File: config.mk
export PLATFORM = sky130hd
export DESIGN_NAME = wsd_window
export DESIGN_NICKNAME = d
export VERILOG_FILES = /design/src/rtl/wsd_pkg.sv /design/src/rtl/wsd_window.sv
export SDC_FILE = /design/constraint.sdc
export NUM_CORES = 2
export LEC_CHECK = 0
export ABC_AREA = 1
export ABC_CLOCK_PERIOD_IN_PS = 7300
export BUFFER_PORTS_ARGS = -buffer_cell sky130_fd_sc_hd__buf_2
export CAP_MARGIN = 25
export CORE_UTILIZATION = 40
export CTS_CLUSTER_DIAMETER = 100
export CTS_CLUSTER_SIZE = 10
export DETAILED_ROUTE_END_ITERATION = 6
export HOLD_SLACK_MARGIN = 0.08
export PLACE_DENSITY = 0.62
export SLEW_MARGIN = 20
export SYNTH_ARGS = -nofsm -noshare
export SYNTH_HDL_FRONTEND = slang
export SYNTH_SLANG_ARGS = --single-unit
File: constraint.sdc
create_clock -name i_clk -period 7.3 [get_ports i_clk]
set_clock_uncertainty 0.15 [all_clocks]
set_input_delay 0.365 -clock i_clk [delete_from_list [all_inputs] [get_ports i_clk]]
set_output_delay 0.365 -clock i_clk [all_outputs]
set_load 0.02 [all_outputs]
File: src/rtl/wsd_pkg.sv
// ----------------------------------------------------------------------------
// wsd_pkg
// Shared constants and types for the windowed stillness detector: window
// depth, field widths, register indexes and the vector and sum types.
// ----------------------------------------------------------------------------
package wsd_pkg;

    // Window depth in samples
    localparam int WINDOW = 10;
    // Components per sample: linear x/y/z then angular x/y/z
    localparam int NCOMP  = 6;
    localparam int NVEC   = 3;
    localparam int DATA_W = 32;
    localparam int THR_W  = 31;
    // A sum of WINDOW samples needs clog2(WINDOW) extra bits
    localparam int SUM_W  = DATA_W + $clog2(WINDOW);
    localparam int POS_W  = (WINDOW > 2) ? $clog2(WINDOW) : 1;
    localparam int SQ_W   = 2 * THR_W;
    // Three squares of SQ_W bits
    localparam int ACC_W  = SQ_W + 2;

    // Configuration register indexes
    localparam int CFG_IDX_W = 2;
    localparam logic [CFG_IDX_W-1:0] CFG_LIN_THR = 2'd0;
    localparam logic [CFG_IDX_W-1:0] CFG_ANG_THR = 2'd1;

    localparam logic [THR_W-1:0] THR_RESET = 31'd105;

    typedef logic [DATA_W-1:0] t_comp;
    typedef t_comp [NCOMP-1:0] t_vec;
    typedef logic [SUM_W-1:0]  t_sum;
    typedef t_sum  [NCOMP-1:0] t_sums;

    // Window state after the latest update
    typedef struct packed {
        logic  full;
        t_sums sums;
    } t_win_state;

endpackage

File: src/rtl/wsd_window.sv
// ----------------------------------------------------------------------------
// wsd_window
// Sample window: a delay line of the last WINDOW samples, the running sum of
// each component and the ring position with its wrapped flag.
// ----------------------------------------------------------------------------
module wsd_window (
    input  logic                  i_clk,
    input  logic                  i_rst_n,
    input  logic                  i_push,
    input  wsd_pkg::t_vec         i_sample,
    output wsd_pkg::t_win_state   o_state
);
    import wsd_pkg::*;

    localparam logic [POS_W-1:0] POS_LAST = POS_W'(WINDOW - 1);

    t_vec             r_line [WINDOW];
    t_sums            r_sum;
    t_sums            n_sum;
    logic [POS_W-1:0] r_pos;
    logic [POS_W-1:0] n_pos;
    logic             r_full;
    t_vec             evicted;

    // Entries older than the first wrap were never written: they read as zero
    assign evicted = r_full ? r_line[WINDOW-1] : '0;

    // Running sums: add the new sample, drop the one leaving the window
    always_comb begin
        for (int k = 0; k < NCOMP; k++) begin
            n_sum[k] = r_sum[k]
                     + {{(SUM_W-DATA_W){i_sample[k][DATA_W-1]}}, i_sample[k]}
                     - {{(SUM_W-DATA_W){evicted[k][DATA_W-1]}}, evicted[k]};
        end
    end

    assign n_pos = (r_pos == POS_LAST) ? '0 : r_pos + POS_W'(1);

    // Control state and sums
    always_ff @(posedge i_clk) begin
        if (!i_rst_n) begin
            r_pos  <= '0;
            r_full <= 1'b0;
            r_sum  <= '0;
        end else if (i_push) begin
            r_pos <= n_pos;
            r_sum <= n_sum;
            if (r_pos == POS_LAST) begin
                r_full <= 1'b1;
            end
        end
    end

    // Delay line, payload only
    always_ff @(posedge i_clk) begin
        if (i_push) begin
            r_line[0] <= i_sample;
            for (int i = 1; i < WINDOW; i++) begin
                r_line[i] <= r_line[i-1];
            end
        end
    end

    assign o_state.full = r_full;
    assign o_state.sums = r_sum;

    // Position stays inside the window
    a_pos_range: assert property (@(posedge i_clk) disable iff (!i_rst_n)
        r_pos <= POS_LAST)
        else $error("ring position out of range");

    // Window becomes full exactly when the position wraps to zero
    a_full_on_wrap: assert property (@(posedge i_clk) disable iff (!i_rst_n)
        i_push && r_pos == POS_LAST |=> r_full && r_pos == '0)
        else $error("wrap did not set full");

    // Full only rises together with a wrap
    a_full_rise: assert property (@(posedge i_clk) disable iff (!i_rst_n)
        $rose(r_full) |-> r_pos == '0)
        else $error("full rose away from wrap");

    // Once full, stays full until reset
    a_full_sticky: assert property (@(posedge i_clk) disable iff (!i_rst_n)
        r_full |=> r_full)
        else $error("full flag dropped");

endmodule

Word-level counts from Yosys, hierarchy flattened. Memories as Yosys holds them, arrays and structs flattened. Cells that the tools add are included.

Input port bits: 195. Output and inout port bits: 217. Register bits after elaboration: 221. Memories: 1. Logic and storage cells: 28. RAM bits: 1920.

Memories: r_line (words 10, bits a word 192, read ports 10, clocked after Yosys merged registers in 0, write ports 10, line wsd_window.sv:17) `t_vec r_line [WINDOW];`.

Mux-type cells: 4. Equal/unequal tests: 1. Add/sub/neg operators: 13. Reduce and logical (&&, ||, !) cells: 1.

Operators with widths (number): $add 36x36->36 (6); $sub 36x36->36 (6); $mux 192 (1); $add 4x1->4 const B (1); $eq 4x4->1 const B (1); $mux 4 (1); $mux 1 (2); $reduce_and 2->1 (1).

Depth between registers and ports, before layout.
Depth in word-level cells: 2. Gate-level depth with buffers: 21. Depth with buffers taken out: 19.

Worst setup path after synthesis. OpenSTA, ideal clock, no wires.

Path kind: reg2reg. From: reg r_full. To: reg r_sum (netlist bit o_state[19]). Data required time: 7.035 ns. Cell stages (with the launch flop): 17. Library setup time: 0.115 ns. Buffers on the path: 2. Path slack: 4.385 ns. Arrival: 2.649 ns. Clock period less this slack: 2.915 ns. Cell sequence: dfxtp_1 -> clkbuf_1 -> clkbuf_1 -> nand2_1 -> inv_1 -> fa_1 -> inv_1 -> ha_1 -> a21oi_1 -> nand2_1 -> inv_1 -> nand2_1 -> nand2_1 -> nand3_2 -> xor2_1 -> o21ai_0 -> inv_1.

Cells in the longest elaborated chain, start to end: 2.

Ends and longest elaborated chain: from (decl) (line wsd_window.sv:22) `logic r_full;`; from (signal assigned) (line wsd_window.sv:43) `r_full <= 1'b0;`; from (signal assigned) (line wsd_window.sv:49) `r_full <= 1'b1;`; $mux 192 (line wsd_window.sv:26) `assign evicted = r_full ? r_line[WINDOW-1] : '0;`; $sub 36x36->36 (line wsd_window.sv:33) `- {{(SUM_W-DATA_W){evicted[k][DATA_W-1]}}, evicted[k]};`; to (signal assigned) (line wsd_window.sv:47) `r_sum <= n_sum;`; to (decl) (line wsd_window.sv:18) `t_sums r_sum;`.

Every way passes these cells. A chain may end at the register's enable or synchronous reset.

Worst setup path after layout.
From: reg r_full. To: reg r_sum (netlist bit o_state[132]).

Same word-level chain as after synthesis.

==> impl_metrics.tcl <==
set metrics [dict create \
    clk_path_buf_depth 3 \
    cts_sinks 2141 \
    rows 173 \
    synth_edf_count 1920 \
    cp-start-kind "register" \
    io_pins 412 \
    grt_pass1_wl_um 304000 \
    finalWirelength_um 202000 \
    synth-xor-area-share_pct 1.06 \
    outcome "complete, no violations" \
    synth_mux_area_share_pct 0 \
    yosysTopAreaCell "edfxtp_1" \
    worst_ep_required_time_ps 7920 \
    finalCritPeriodShare_pct 54.6 \
    syn-cell-area_mm2 0.0894 \
    grt_pass1_vias 51764 \
    cts_inserted_buffers 237 \
    grt_overflow 0 \
    antenna_found_initial 23 \
    setup-tns-final_ps 0 \
    worstSetupPathType "reg2reg" \
    critPathMaxFanout 62 \
    regToRegEndpoint "o_state[132]" \
    max_slew_margin_pct 25.6 \
    place_congestion 0.885 \
    holdWs_ps 155 \
    io_buffers 411 \
    fmax_mhz 251 \
    dieArea_mm2 0.225 \
    synth_warnings 0 \
    hp-class "in2reg" \
    wire_per_inst_um 17.7 \
    nets 8851 \
    cp-startpoint "r_full" \
    drive_gt1_share_pct 9.91 \
    clockRootBuffer "clkbuf_16" \
    reg2regPathDepth 19 \
    synth.avg_cell_area_um2 12.2 \
    worstMarginPinSlew_ps 1120 \
    grtUsageTotal_pct 17.9 \
    synth-simple-area-share_pct 9.77 \
    synth_cell_types 30 \
    r2r_start "r_full" \
    place_area_mm2 0.0951 \
    ys_seq_area_share_pct 69.5 \
    arrival_ps 4600 \
    vias 52342 \
    drtPass1Iterations 6 \
    synth_compound_area_share_pct 4.06 \
    rrSetupSlack_ps 3310 \
    critical_path.endpoint "o_state[132]" \
    maxCapViolations 0 \
    final_core_util_pct 47.5 \
    grt_setup_unrepaired "false" \
    clk_latency_ps 890 \
    cts_resized 0 \
    powerDensity_mw_per_mm2 318 \
    initial_core_util_pct 40.2 \
    yosysTopAreaCellShare_pct 64.5 \
    ys_ff_latch 2141 \
    min_period_ps 3990 \
    synth_nets 7956 \
    via_per_inst 4.58 \
    cts_tree "done" \
    total_power_mw 33.5 \
    async_flop_share_pct 0 \
    drv_slew 0 \
    dpl.hpwl_um 140000 \
    drc 0 \
    p_leak_nw 46.2 \
    synth-main-ff-cell "edfxtp_1" \
    final-setup-viol-count 0 \
    die_h_um 475 \
    grt_start_max_net_pins 207 \
    synth-adder-area-share_pct 7.81 \
    cp-end-kind "register" \
    fp.dieW_um 475 \
    area_delta_synth_final_pct 18.0 \
    synth_cells 7329 \
    synth_most_common_cell "edfxtp_1" \
    dr.first_iter.drc_count 4010 \
    htreeDepth 4 \
    ir_drop_mv 0.279 \
    hold_violations 0 \
    synthTopCellsByArea "edfxtp_1 (65%), inv_1 (7.4%), nand2_1 (5.6%), dfxtp_1 (5.0%), fa_1 (4.7%)" \
    drtAntennaViolNets 0 \
    synth_top_family_by_area "simple AND/OR/NAND/NOR gates" \
    coreArea_mm2 0.222 \
    clkSlewWorstSetupHoldPaths_ps 70 \
    synth_commonest_cells "edfxtp_1 (1,920), inv_1 (1,751), nand2_1 (1,334)" \
    fin_area_mm2 0.105 \
]
worst max-delay path, stage by stage, from the launching register on:
cell,delay [ps]
dfxtp_4,830
buf_12,380
nand2_1,90
inv_1,70
ha_1,110
inv_1,40
ha_1,250
fa_1,550
nand3_1,120
nand3_1,220
nand2_1,120
nand2_1,130
nand2_1,130
nand2_2,90
nand2_1,110
nand2_1,60
nand2_1,50
nand3_1,130
nand2_1,110
inv_1,40
kinds of logic (layout without fill, tap and decap cells):
| logic type | Yosys count | after routing |
|---|---|---|
| buffers and inverters | 1851 | 2961 |
| other | 0 | 7 |
| AOI/OAI and AO/OA | 696 | 696 |
| xor gates and xnor gates | 108 | 108 |
| adders and majority gates | 432 | 432 |
| DFF | 2141 | 2141 |
| and+or+nand+nor | 2101 | 2101 |
placed cells by master, fill, tap and decap left out, types with 8 or more instances in the layout:
master	n
nand2_1	1334
buf_4	18
buf_2	409
buf_12	11
inv_1	1751
nor2_1	328
clkbuf_16	240
dlygate4sd3_1	308
nand3_1	240
nand2_2	78
xnor2_1	21
clkinv_16	9
fa_1	210
o21ai_1	25
edfxtp_1	1920
xor2_1	87
nor2_2	8
nand3_2	33
nor3_1	61
clkbuf_1	189
dfxtp_1	220
a21oi_1	413
ha_1	222
o21ai_0	199
o21bai_1	30
nand4_1	19
area by class of cell:
type                    count  area [um2]
clock buffers             429        6720
inverters                1759        6620
diodes                      7        17.5
flip-flops and latches   2141       62100
multi-input cells        3337       20300
fillers                 19916      117000
clock inverters            25         432
well taps                2975        3720
repair buffers            748        5520
stage by stage:
stage	setup WS [ps]	cells
3_5_place_dp	3220	10651
6_report	3310	11421
2_1_floorplan	4390	7329
5_1_grt	2930	11419
4_1_cts	3260	11413
3_3_place_gp	3280	10651
worst min path at each step:
stage	startpoint	to	slack, ps	cells past startpoint
global route	i_sample[175]	r_line[0][175]	100	2
finish	i_sample[108]	r_line[0][108]	160	2
CTS	i_sample[40]	r_line[0][40]	80	2
floorplan	r_line[0][0]	r_line[1][0]	250	0
detailed placement	r_line[0][110]	r_line[1][110]	250	0
global placement	r_line[1][162]	r_line[2][162]	250	0
where the power goes:
| group | internal [mW] | switching (mW) |
|---|---|---|
| Clock | 6.20 | 4.72 |
| Sequential | 14.4 | 0.395 |
| Combinational | 2.54 | 5.29 |
registers in the layout, indices dropped and copies added, names as in the netlist:
signal	flops
r_full	1
r_line	1920
o_state	216
r_pos	4
repair_timing:
| item | 4_1_cts | 5_1_grt |
|---|---|---|
| setup buffers | 0 | 0 |
| hold endpoints to repair | 267 | 0 |
| hold buffers | 308 | 0 |
per-layer routing:
layer / vias to the layer above / GRT usage [%] / part of all wire (%)
met3: 308 / 3.33 / 5.1
met2: 1199 / 26.5 / 43
met5: - / 0 / 0.012
li1: 25557 / - / -
met4: 4 / 6.05 / 3.0
met1: 25274 / 26.2 / 49
Power figures use the tool's default switching activity.
